==> src/rtl/pwm_speed_ramp_core_defines.svh <==
// Assertion macros shared by the speed ramp RTL.
// Standalone header; the checks compile away when SYNTHESIS is defined.
`ifndef PWM_SPEED_RAMP_CORE_DEFINES_SVH
`define PWM_SPEED_RAMP_CORE_DEFINES_SVH
`ifndef SYNTHESIS
// Same-cycle implication, checked out of reset.
`define PSR_ASSERT_NOW(lbl, clk, rstn, ante, cons) \
  lbl: assert property (@(posedge clk) disable iff (!rstn) (ante) |-> (cons)) \
    else $error("psr check failed");
// Next-cycle implication, checked out of reset.
`define PSR_ASSERT_NEXT(lbl, clk, rstn, ante, cons) \
  lbl: assert property (@(posedge clk) disable iff (!rstn) (ante) |=> (cons)) \
    else $error("psr check failed");
`else
`define PSR_ASSERT_NOW(lbl, clk, rstn, ante, cons)
`define PSR_ASSERT_NEXT(lbl, clk, rstn, ante, cons)
`endif
`endif

==> src/rtl/psr_pkg.sv <==
// Types, constants and helpers for the speed ramp generator.
// No dependencies; used by every module of the block.
package psr_pkg;

  // Milli-PWM values stay within +/-128000, so 18 signed bits hold them.
  localparam int MilliW = 18;
  localparam int MilliPerUnit = 1000;
  // Reciprocal of 1000 scaled by 2^27, exact for magnitudes below 2^17.
  localparam int RecipShift = 27;
  localparam logic [17:0] Recip1000 = 18'd134218;
  localparam logic [15:0] ElapsedMax = 16'hFFFF;

  // Item kinds.
  localparam logic KindTick = 1'b0;
  localparam logic KindRestart = 1'b1;

  typedef struct packed {
    logic              kind;
    logic [31:0]       now_ms;
    logic signed [7:0] target_pwm;
    logic signed [15:0] acceleration;
    logic signed [7:0] left_pwm;
    logic signed [7:0] right_pwm;
  } psr_in_t;

  typedef struct packed {
    logic              drive_valid;
    logic signed [7:0] drive_pwm;
    logic              ramp_done;
  } psr_out_t;

  // Registered item after input preprocessing.
  typedef struct packed {
    logic                     kind;
    logic [31:0]              now_ms;
    logic signed [MilliW-1:0] target_milli;
    logic signed [MilliW-1:0] avg_milli;
    logic [15:0]              rate;
    logic                     hold_match;
  } psr_item_t;

  // Result before the divide by 1000.
  typedef struct packed {
    logic                     drive_valid;
    logic signed [MilliW-1:0] milli;
    logic                     done;
  } psr_res_t;

  // Scale a PWM value to milli-PWM.
  function automatic logic signed [MilliW-1:0] to_milli(input logic signed [7:0] pwm);
    logic signed [MilliW-1:0] ext;
    ext = {{(MilliW-8){pwm[7]}}, pwm};
    return ext * 18'sd1000;
  endfunction

endpackage

==> src/rtl/psr_in_stage.sv <==
// Input register of the speed ramp: scales target and wheel average, takes |accel|.
// Depends on psr_pkg.
module psr_in_stage (
  input  logic                clk,
  input  logic                rst_n,
  input  logic                in_valid,
  output logic                in_stall,
  input  psr_pkg::psr_in_t    in_data,
  input  logic                mid_take,
  output logic                item_valid,
  output psr_pkg::psr_item_t  item_data
);

  logic               valid_r;
  psr_pkg::psr_item_t item_r;
  psr_pkg::psr_item_t item_nxt;
  logic               take;
  logic signed [8:0]  wheel_sum;
  logic signed [8:0]  wheel_adj;
  logic signed [7:0]  avg;

  // The register frees up when empty or when its item moves on.
  assign take = !valid_r || mid_take;
  assign in_stall = !take;

  // Wheel average truncated toward zero: odd negative sums round up first.
  always_comb begin
    wheel_sum = 9'(in_data.left_pwm) + 9'(in_data.right_pwm);
    wheel_adj = wheel_sum + ((wheel_sum[8] && wheel_sum[0]) ? 9'sd1 : 9'sd0);
    avg = wheel_adj[8:1];
    item_nxt.kind = in_data.kind;
    item_nxt.now_ms = in_data.now_ms;
    item_nxt.target_milli = psr_pkg::to_milli(in_data.target_pwm);
    item_nxt.avg_milli = psr_pkg::to_milli(avg);
    item_nxt.rate = in_data.acceleration[15] ? 16'(-in_data.acceleration)
                                             : 16'(in_data.acceleration);
    item_nxt.hold_match = (avg == in_data.target_pwm);
  end

  always_ff @(posedge clk) begin
    if (!rst_n) begin
      valid_r <= 1'b0;
    end else if (take) begin
      valid_r <= in_valid;
    end
  end

  // Payload is captured on each input transfer.
  always_ff @(posedge clk) begin
    if (in_valid && take) begin
      item_r <= item_nxt;
    end
  end

  assign item_valid = valid_r;
  assign item_data = item_r;

endmodule

==> src/rtl/psr_ramp_stage.sv <==
// Ramp state machine and step arithmetic of the speed ramp generator.
// Depends on psr_pkg and the assertion macros header.
`include "pwm_speed_ramp_core_defines.svh"
module psr_ramp_stage (
  input  logic               clk,
  input  logic               rst_n,
  input  logic               item_valid,
  input  psr_pkg::psr_item_t item_data,
  output logic               mid_take,
  input  logic               out_take,
  output logic               res_valid,
  output psr_pkg::psr_res_t  res_data
);

  localparam int MW = psr_pkg::MilliW;
  localparam int SumW = 34;

  logic                 valid_r;
  psr_pkg::psr_res_t    res_r;
  psr_pkg::psr_res_t    res_nxt;
  logic                 ramping_r, ramping_nxt;
  logic                 started_r, started_nxt;
  logic signed [MW-1:0] running_r, running_nxt;
  logic [31:0]          last_ms_r, last_ms_nxt;
  logic                 load;
  logic                 load_restart;
  logic [31:0]          elapsed_full;
  logic [15:0]          elapsed;
  logic [31:0]          mag;
  logic                 dir_down;
  logic signed [SumW-1:0] run_ext, mag_ext, tgt_ext, sum;
  logic                 step_pos;
  logic                 done;

  assign mid_take = !valid_r || out_take;
  assign load = item_valid && mid_take;
  assign load_restart = load && (item_data.kind == psr_pkg::KindRestart);

  // Step: |accel| times saturated elapsed ms, signed toward the target.
  always_comb begin
    elapsed_full = item_data.now_ms - last_ms_r;
    elapsed = (|elapsed_full[31:16]) ? psr_pkg::ElapsedMax : elapsed_full[15:0];
    mag = item_data.rate * elapsed;
    dir_down = running_r > item_data.target_milli;
    run_ext = SumW'(running_r);
    tgt_ext = SumW'(item_data.target_milli);
    mag_ext = $signed({2'b00, mag});
    sum = dir_down ? (run_ext - mag_ext) : (run_ext + mag_ext);
    step_pos = !dir_down && (mag != 32'd0);
    done = step_pos ? (sum >= tgt_ext) : (sum <= tgt_ext);
  end

  // Mode handling: restart, hold, first ramp tick, ramp tick.
  always_comb begin
    ramping_nxt = ramping_r;
    started_nxt = started_r;
    running_nxt = running_r;
    last_ms_nxt = last_ms_r;
    res_nxt.drive_valid = 1'b0;
    res_nxt.milli = '0;
    res_nxt.done = 1'b0;
    if (item_data.kind == psr_pkg::KindRestart) begin
      ramping_nxt = 1'b1;
      started_nxt = 1'b0;
    end else if (!ramping_r) begin
      if (item_data.hold_match) begin
        res_nxt.drive_valid = 1'b1;
        res_nxt.milli = item_data.target_milli;
      end else begin
        ramping_nxt = 1'b1;
      end
    end else if (!started_r) begin
      started_nxt = 1'b1;
      last_ms_nxt = item_data.now_ms;
      running_nxt = item_data.avg_milli;
    end else begin
      last_ms_nxt = item_data.now_ms;
      res_nxt.drive_valid = 1'b1;
      if (done) begin
        running_nxt = item_data.target_milli;
        started_nxt = 1'b0;
        ramping_nxt = 1'b0;
        res_nxt.done = 1'b1;
        res_nxt.milli = item_data.target_milli;
      end else begin
        // Not crossed yet, so the value stays between start and target.
        running_nxt = sum[MW-1:0];
        res_nxt.milli = sum[MW-1:0];
      end
    end
  end

  always_ff @(posedge clk) begin
    if (!rst_n) begin
      valid_r <= 1'b0;
      ramping_r <= 1'b1;
      started_r <= 1'b0;
      running_r <= '0;
      last_ms_r <= '0;
    end else begin
      if (mid_take) begin
        valid_r <= item_valid;
      end
      if (load) begin
        ramping_r <= ramping_nxt;
        started_r <= started_nxt;
        running_r <= running_nxt;
        last_ms_r <= last_ms_nxt;
      end
    end
  end

  // Result payload follows each transfer into this stage.
  always_ff @(posedge clk) begin
    if (load) begin
      res_r <= res_nxt;
    end
  end

  assign res_valid = valid_r;
  assign res_data = res_r;

  // Hold mode is only entered with the ramp start cleared.
  `PSR_ASSERT_NOW(a_hold_not_started, clk, rst_n, !ramping_r, !started_r)
  // A restart always leaves ramp mode waiting for its first tick.
  `PSR_ASSERT_NEXT(a_restart_clears, clk, rst_n, load_restart, ramping_r && !started_r)
  // A finished ramp is always a commanded tick.
  `PSR_ASSERT_NOW(a_done_drives, clk, rst_n, valid_r && res_r.done, res_r.drive_valid)

endmodule

==> src/rtl/psr_out_stage.sv <==
// Output register of the speed ramp: milli-PWM to PWM, truncated toward zero.
// Depends on psr_pkg.
module psr_out_stage (
  input  logic              clk,
  input  logic              rst_n,
  input  logic              res_valid,
  input  psr_pkg::psr_res_t res_data,
  output logic              out_take,
  output logic              out_valid,
  input  logic              out_stall,
  output psr_pkg::psr_out_t out_data
);

  localparam int MW = psr_pkg::MilliW;
  localparam int ProdW = (MW - 1) + 18;

  logic              valid_r;
  psr_pkg::psr_out_t out_r;
  psr_pkg::psr_out_t out_nxt;
  logic              neg;
  logic [MW-2:0]     mag;
  logic [ProdW-1:0]  prod;
  logic [7:0]        quot;

  assign out_take = !valid_r || !out_stall;

  // Divide the magnitude by 1000 with a scaled reciprocal, then restore sign.
  always_comb begin
    neg = res_data.milli[MW-1];
    mag = neg ? (MW-1)'(-res_data.milli) : res_data.milli[MW-2:0];
    prod = ProdW'(mag) * ProdW'(psr_pkg::Recip1000);
    quot = prod[psr_pkg::RecipShift +: 8];
    out_nxt.drive_valid = res_data.drive_valid;
    out_nxt.drive_pwm = neg ? $signed(-quot) : $signed(quot);
    out_nxt.ramp_done = res_data.done;
  end

  always_ff @(posedge clk) begin
    if (!rst_n) begin
      valid_r <= 1'b0;
    end else if (out_take) begin
      valid_r <= res_valid;
    end
  end

  always_ff @(posedge clk) begin
    if (res_valid && out_take) begin
      out_r <= out_nxt;
    end
  end

  assign out_valid = valid_r;
  assign out_data = out_r;

endmodule

==> src/rtl/pwm_speed_ramp_core.sv <==
// Speed ramp generator for two wheels sharing one PWM command.
// Items enter on in_valid/in_stall with an in_data struct; each item gives
// exactly one result on out_valid/out_stall with an out_data struct.
// A restart item puts the block back in ramp mode. A control tick latches
// time and wheel average on the first ramp tick, then moves a running
// milli-PWM toward the target by |acceleration| times elapsed ms (capped at
// 65535 ms); on reaching the target it reports ramp_done and holds the
// target while the wheel average matches it.
// Path: each item passes through the input register, the ramp register and
// the output register in that order; a stall can hold it in any of them.
// Throughput: one item per cycle while the receiver does not stall, set by
// the single ramp register that updates state each item.
// Reset (rst_n low, synchronous) empties all three registers and returns
// to ramp mode awaiting a first tick. When the receiver stalls, the result
// holds in the output register and the stall backs up stage by stage; new
// input transfers continue until every register is occupied.
// Depends on psr_pkg, psr_in_stage, psr_ramp_stage and psr_out_stage.
module pwm_speed_ramp_core (
  input  logic              clk,
  input  logic              rst_n,
  input  logic              in_valid,
  output logic              in_stall,
  input  psr_pkg::psr_in_t  in_data,
  output logic              out_valid,
  input  logic              out_stall,
  output psr_pkg::psr_out_t out_data
);

  logic               item_valid;
  psr_pkg::psr_item_t item_data;
  logic               mid_take;
  logic               res_valid;
  psr_pkg::psr_res_t  res_data;
  logic               out_take;

  // Input register and preprocessing.
  psr_in_stage u_in (
    .clk        (clk),
    .rst_n      (rst_n),
    .in_valid   (in_valid),
    .in_stall   (in_stall),
    .in_data    (in_data),
    .mid_take   (mid_take),
    .item_valid (item_valid),
    .item_data  (item_data)
  );

  // Ramp state and step.
  psr_ramp_stage u_ramp (
    .clk        (clk),
    .rst_n      (rst_n),
    .item_valid (item_valid),
    .item_data  (item_data),
    .mid_take   (mid_take),
    .out_take   (out_take),
    .res_valid  (res_valid),
    .res_data   (res_data)
  );

  // Divide to PWM and hold the result for the receiver.
  psr_out_stage u_out (
    .clk       (clk),
    .rst_n     (rst_n),
    .res_valid (res_valid),
    .res_data  (res_data),
    .out_take  (out_take),
    .out_valid (out_valid),
    .out_stall (out_stall),
    .out_data  (out_data)
  );

endmodule

==> config.mk <==
export PLATFORM = sky130hd
export DESIGN_NAME = pwm_speed_ramp_core
export DESIGN_NICKNAME = d
export VERILOG_FILES = /design/src/rtl/psr_pkg.sv /design/src/rtl/psr_in_stage.sv /design/src/rtl/psr_ramp_stage.sv /design/src/rtl/psr_out_stage.sv /design/src/rtl/pwm_speed_ramp_core.sv
export VERILOG_INCLUDE_DIRS = /design/src /design/src/rtl
export SDC_FILE = /design/constraint.sdc
export NUM_CORES = 2
export LEC_CHECK = 0
export ABC_AREA = 1
export BUFFER_PORTS_ARGS = -buffer_cell sky130_fd_sc_hd__buf_2
export CELL_PAD_IN_SITES_DETAIL_PLACEMENT = 1
export CELL_PAD_IN_SITES_GLOBAL_PLACEMENT = 1
export CORE_AREA = 2 2 252 317
export CTS_CLUSTER_SIZE = 20
export DETAILED_ROUTE_END_ITERATION = 7
export DIE_AREA = 0 0 254 319
export GPL_TIMING_DRIVEN = 0
export PLACE_DENSITY_LB_ADDON = 0.12
export SLEW_MARGIN = 0
export SYNTH_ARGS = -nofsm -noshare
export SYNTH_HDL_FRONTEND = slang
export SYNTH_HIERARCHICAL = 1
export SYNTH_SLANG_ARGS = --single-unit
==> constraint.sdc <==
create_clock -name clk -period 11.4 [get_ports clk]
set_clock_uncertainty 0.1 [all_clocks]
set_input_delay 3.42 -clock clk [delete_from_list [all_inputs] [get_ports clk]]
set_output_delay 3.42 -clock clk [all_outputs]
set_load 0.02 [all_outputs]
# After elaboration in Yosys (flattened, before gate mapping)
# Cells that the tools add are included.
dict set report totals {
  reg_bits 165
  input_bits 77
  out_inout_bits 12
  word_cells 79
}
dict set report op_classes {
  add_sub_neg 8
  multipliers 4
  order_cmp 3
  eq_ne 1
  muxes 20
  bitwise_logic 3
  reduce_logical 20
}
# cell n
set ops {}
lappend ops {{$mux 19} 2}
lappend ops {{$mux 18} 2}
lappend ops {{$add 18x33->34} 1}
lappend ops {{$ge 34x18->1} 1}
lappend ops {{$le 34x18->1} 1}
lappend ops {{$mul 17x17->34 const B} 1}
lappend ops {{$mux 34} 1}
lappend ops {{$sub 18x33->34} 1}
lappend ops {{$mul 16x16->32} 1}
lappend ops {{$reduce_bool 32->1} 1}
lappend ops {{$sub 32x32->32} 1}
lappend ops {{$mul 8x8->15 const B} 2}
lappend ops {{$mux 20} 1}
lappend ops {{$gt 18x18->1} 1}
lappend ops {{$mux 17} 1}
lappend ops {{$neg 17->17} 1}
lappend ops {{$mux 16} 1}
lappend ops {{$neg 16->16} 1}
lappend ops {{$reduce_or 16->1} 1}
lappend ops {{$mux 15} 1}
lappend ops {{$mux 1} 10}
lappend ops {{$add 8x8->9} 1}
lappend ops {{$add 9x2->9} 1}
lappend ops {{$eq 8x8->1} 1}
lappend ops {{10 further kinds} 23}

# Logic depth before layout (Yosys ltp)
dict set report logic_depth {
  ltp_word 12
  depth_mapped 81
  ltp_nobuf 78
}

# Hierarchy
# Netlist, hierarchy kept.
# module n_inst cells_each area_per_inst_um2 seq_area_each_um2
set by_module_without_submodules {}
lappend by_module_without_submodules {psr_ramp_stage 1 2893 18929.4 1661.6}
lappend by_module_without_submodules {psr_in_stage 1 688 6747.7 2422.3}
lappend by_module_without_submodules {psr_out_stage 1 724 5292.6 320.3}

# Least setup slack after synthesis
# No wires, ideal clock.
dict set report synth_path {
  path_type {register to register}
  startpoint {register u_in.item_r (netlist bit u_in/item_data[53])}
  endpoint {register u_ramp.res_r (netlist bit u_ramp/res_data[6]), data pin}
  setup_time_ns 0.262
  t_arrival_ns 10.752
  t_required_ns 11.038
  slack_ns 0.286
  path_stages_with_launch 69
  n_path_buf 3
  synth_period_minus_slack_ns 11.114
  cell_sequence {edfxtp_1 -> inv_1 -> ha_1 -> fa_1 -> o21bai_1 -> nand2_1 -> nand2_1 -> nand3_1 -> nand3_1 -> nand2_1 -> nor2_1 -> nand2_1 -> nor2_1 -> nand2_1 -> or2_2 -> clkbuf_1 -> buf_6 -> nand2_1 -> (+33 left out) -> nand3_1 -> nand3_1 -> inv_1 -> nand2_1 -> nand2_1 -> ha_1 -> nand4_1 -> nor4_1 -> nand3_1 -> nand3_1 -> nand2_1 -> a21oi_1 -> inv_1 -> nand2_4 -> buf_6 -> nand3_1 -> nand3_1 -> o21ai_0}
}
dict set report synth_via {
  elab_chain_cells 11
  word_cells_on_any_way 15
  cone_classes {add/sub: 3; mul: 1; order compare: 2; mux: 6; reduce/logical: 3}
}
# element line
set synth_rtl {}
lappend synth_rtl {{start: declaration} psr_in_stage.sv:15} ;# psr_pkg::psr_item_t item_r;
lappend synth_rtl {{start signal: assignment} psr_in_stage.sv:51} ;# item_r <= item_nxt;
lappend synth_rtl {{$sub 32x32->32 *} psr_ramp_stage.sv:41} ;# elapsed_full = item_data.now_ms - last_ms_r;
lappend synth_rtl {{$reduce_or 16->1} psr_ramp_stage.sv:42} ;# elapsed = (|elapsed_full[31:16]) ? psr_pkg::ElapsedMax : elapsed_full[15:0];
lappend synth_rtl {{$mux 16 *} psr_ramp_stage.sv:42}
lappend synth_rtl {{$mul 16x16->32 *} psr_ramp_stage.sv:43} ;# mag = item_data.rate * elapsed;
lappend synth_rtl {{$add 18x33->34 or $sub 18x33->34 (tied branches)} psr_ramp_stage.sv:48} ;# sum = dir_down ? (run_ext - mag_ext) : (run_ext + mag_ext);
lappend synth_rtl {{$mux 34} psr_ramp_stage.sv:48}
lappend synth_rtl {{$le 34x18->1 or $ge 34x18->1 (tied branches)} psr_ramp_stage.sv:50} ;# done = step_pos ? (sum >= tgt_ext) : (sum <= tgt_ext);
lappend synth_rtl {{$mux 1} psr_ramp_stage.sv:50}
lappend synth_rtl {{$mux 18 *} psr_ramp_stage.sv:79} ;# if (done) begin
lappend synth_rtl {{$mux 20 *} psr_ramp_stage.sv:72} ;# end else if (!started_r) begin
lappend synth_rtl {{$mux 19 *} psr_ramp_stage.sv:65} ;# end else if (!ramping_r) begin
lappend synth_rtl {{end signal: assignment} psr_ramp_stage.sv:116} ;# res_r <= res_nxt;
lappend synth_rtl {{end: declaration} psr_ramp_stage.sv:19} ;# psr_pkg::psr_res_t res_r;
# Every way passes the cells marked *; elsewhere a longest branch is shown, timed or not.
# A chain may end at the register's enable or synchronous reset.

# Final worst setup path
dict set report layout_path {
  startpoint {register u_in.item_r (netlist bit u_in/item_data[62])}
  endpoint {register u_ramp.res_r (netlist bit u_ramp/res_data[11]), data pin}
}
# Same word-level chain as after synthesis.

==> impl_metrics.yaml <==
status:
  run_status: "finished, violations left"
  violations: "setup timing"
grt:
  antenna_found_initial: 3
  gr-total-overflow: 0
  grt_max_degree: 35
  use_met3_pct: 3.03
  met1_usage_pct: 29.1
  grt_pass1_wl_um: 160000
  grt_pass1_vias: 30567
  gr-usage-all-layers_pct: 25.3
  grt_util_met2_pct: 48.5
  grt-busiest-layer: "met2"
clock_tree:
  insertion_delay_ns: 0.49
  cts_buffers: 17
  cts_tree: "yes"
  htreeDepth: 4
  cts.clk_slew.worst_paths_ns: 0.07
  cts.sinks: 165
  cts_hold_buf: 0
  clk_path_buf_depth: 2
  cts-root-buf: "clkbuf_16"
drt:
  ant_nets: 0
  drc: 0
  vias: 28485
  detail_route.first_pass.iterations: 5
  vias_per_cell: 5.03
  drtIter0Drc: 1101
  finalWirelength_um: 103000
  wire_per_inst_um: 18.1
critical_path:
  r2r_slack_ns: -0.41
  max_stage_delay_ns: 0.58
  endpoint_kind: "flip-flop"
  reg2reg_to: "u_ramp/res_data[11]"
  worstReg2RegStart: "u_in/item_data[62]"
  crit_top_cell: "inv_2"
  worstSetupStartpointType: "flip-flop"
  cp_max_fo: 7
  cp_data_required_time_ns: 11.50
  arrival_ns: 11.91
  ff2ff_path_depth: 70
  critPathSlowestCell: "fa_1"
  setup.worst_path.class: "flip-flop to flip-flop"
final_layout:
  fin_nets: 5386
  area_growth_pct: 22.9
  multiInputGateArea_sq_um: 25300
  fillers: 9735
  seq_area_sq_um: 4410
  drive_gt1_share_pct: 21.7
timing:
  slew_headroom_pct: 22.8
  hold_violations: 0
  finalSetupTns_ns: -12.52
  whs_ns: 0.325
  setup_viol: 39
  rsz0062_at_grt: "true"
  setup_ws_ns: -0.412
  fin_crit_ns: 11.81
  drv_slew: 0
  tightest_slew_ns: 1.15
  max_freq_mhz: 84.7
  finalCritPeriodShare_pct: 104
floorplanning:
  dieArea_sq_um: 81000
  dieWidth_um: 254
  ios: 89
  row_count: 115
  fp.coreArea_sq_um: 78000
  start_util_pct: 39.7
  die_y_um: 319
placement:
  gp_congestion: 0.884
  hpwl_um: 81600
  portBuffers: 88
logic_synthesis:
  yosys_warnings: 6
  synth_cell_types: 56
  yosysSeqAreaShare_pct: 14.2
  synth-edff-count: 110
  synthArstFlopShare_pct: 0
  syn_area_sq_um: 31000
  postSynthCellCount: 4305
  ys_ff_latch: 165
  synth.avg_cell_area_sq_um: 7.19
  ys.flop_type: "edfxtp_1"
min_path:
  hp-start: "u_ramp/res_data[0]"
  holdPathStages: 0
  hold_path_end: "u_out/out_data[0]"
  min_path_type: "flip-flop to flip-flop"
run:
  maxCapViolations: 0
cells in the final DEF, fill, tap and decap left out, types with 41 or more instances in the layout:
cell type and count:
dfxtp_1 53, o21ai_0 109, a21oi_2 53, buf_2 91, nand2_4 44, fa_1 267, a21oi_1 165, nand2_1 907
ha_4 51, nand2_2 165, inv_2 65, xor2_1 86, clkbuf_1 53, xnor2_1 43, nor2_1 189, buf_4 159
nand3_2 59, nand4_1 43, nor2_2 41, inv_1 946, ha_1 374, nand3_1 143, edfxtp_1 110
stage by stage:
stage | instances | worst slack (ns) | instance area (sq um) | utilization, %
finish | 5662 | -0.412 | 38100 | 48.8
floorplan | 4310 | 0.286 | 31000 | -
CTS | 5588 | -0.251 | 36200 | 46.4
detailed placement | 5454 | -2.33 | 32800 | 42.1
global placement | 5451 | -2.27 | 32700 | 42.0
global route | 5661 | -0.951 | 38100 | 48.8
Yosys cell counts, types with 5 or more instances:
master	number	area share, %
a21oi_2	5	0.14
xor2_1	93	2.6
dfxtp_1	55	3.6
buf_4	8	0.19
inv_2	10	0.12
clkbuf_1	58	0.70
nand2_2	50	1.0
nor2_1	241	2.9
o21a_1	5	0.12
xnor2_1	48	1.4
o21ai_1	20	0.32
nor2_4	5	0.18
nor2_2	20	0.40
nand2_4	12	0.44
or2_2	9	0.18
nand2_1	1063	13
a31oi_1	7	0.14
ha_1	428	17
o21bai_1	20	0.48
inv_1	1006	12
and2_1	8	0.16
a21o_1	5	0.12
a21oi_1	226	3.7
o21ai_0	138	2.2
buf_6	7	0.25
nand3_1	193	3.1
nand4_1	43	0.87
nand3b_1	8	0.19
nor3_1	20	0.32
edfxtp_1	110	11
nor4_1	10	0.20
nand3_2	34	1.1
fa_1	287	19
buf_2	13	0.21
repair_timing:
item	4_1_cts	5_1_grt
pin swaps	160	205
buffers inserted	96	72
gates resized for setup	433	360
endpoints found under the setup margin	39	39
cloned	8	1
cell type report:
cell class	count	share of cell area, %
inverters	1021	10.1
repair buffers	264	5.28
clock inverters	14	0.345
well taps	1053	3.46
multi-input cells	3037	66.4
flip-flops and latches	165	11.6
plain buffers	88	1.60
clock buffers	18	1.15
diodes	2	0.0132
kinds of logic after synthesis:
logic type / Yosys count / synth area share (%)
and+or+nand+nor: 1729 / 24.5
adders and majority gates: 715 / 35.8
other: 1 / 0.0121
AOI/OAI and AO/OA: 442 / 7.62
DFF: 165 / 14.2
buffers and inverters: 1111 / 13.8
xor gates and xnor gates: 142 / 4.04
critical path: cells and delay by family, from the launching register on:
| family | cells | cell delay (ns) |
|---|---|---|
| AND/OR/NAND/NOR | 32 | 3.46 |
| XOR/XNOR | 2 | 0.33 |
| flip-flops | 1 | 0.51 |
| buffers and inverters | 19 | 1.81 |
| adder cells (fa/ha/maj) | 10 | 4.42 |
| AO/OA/AOI/OAI | 7 | 0.85 |
state kept, by name, indices dropped and copies added (netlist names):
name and count:
u_ramp/started_r 1, u_out/out_data 10, u_ramp/ramping_r 1, u_ramp/res_valid 1, u_in/item_data 80, u_ramp/last_ms_r 32, u_out/out_valid 1, u_in/item_valid 1
u_ramp/running_r 18, u_ramp/res_data 20
worst max-delay path by stage:
stage	startpoint	end	slack, ns
4_1_cts	u_in/item_data[53]	u_ramp/res_data[4]	-0.25
3_3_place_gp	u_in/item_data[53]	u_ramp/res_data[5]	-2.27
6_report	u_in/item_data[62]	u_ramp/res_data[11]	-0.41
2_1_floorplan	u_in/item_data[53]	u_ramp/res_data[6]	0.29
5_1_grt	u_in/item_data[62]	u_ramp/res_data[14]	-0.95
3_5_place_dp	u_in/item_data[53]	u_ramp/res_data[5]	-2.33
layer usage:
| layer | part of all wire [%] | up-vias | wire length (um) |
|---|---|---|---|
| met2 | 54 | 464 | 55000 |
| met1 | 40 | 14003 | 41100 |
| met4 | 3.1 | 4 | 3200 |
| li1 | - | 13854 | - |
| met5 | 0.023 | - | 24 |
| met3 | 3.2 | 160 | 3250 |
Power is not shown: default switching activity piles up to over one toggle a cycle in this logic, so the estimate is an artifact.
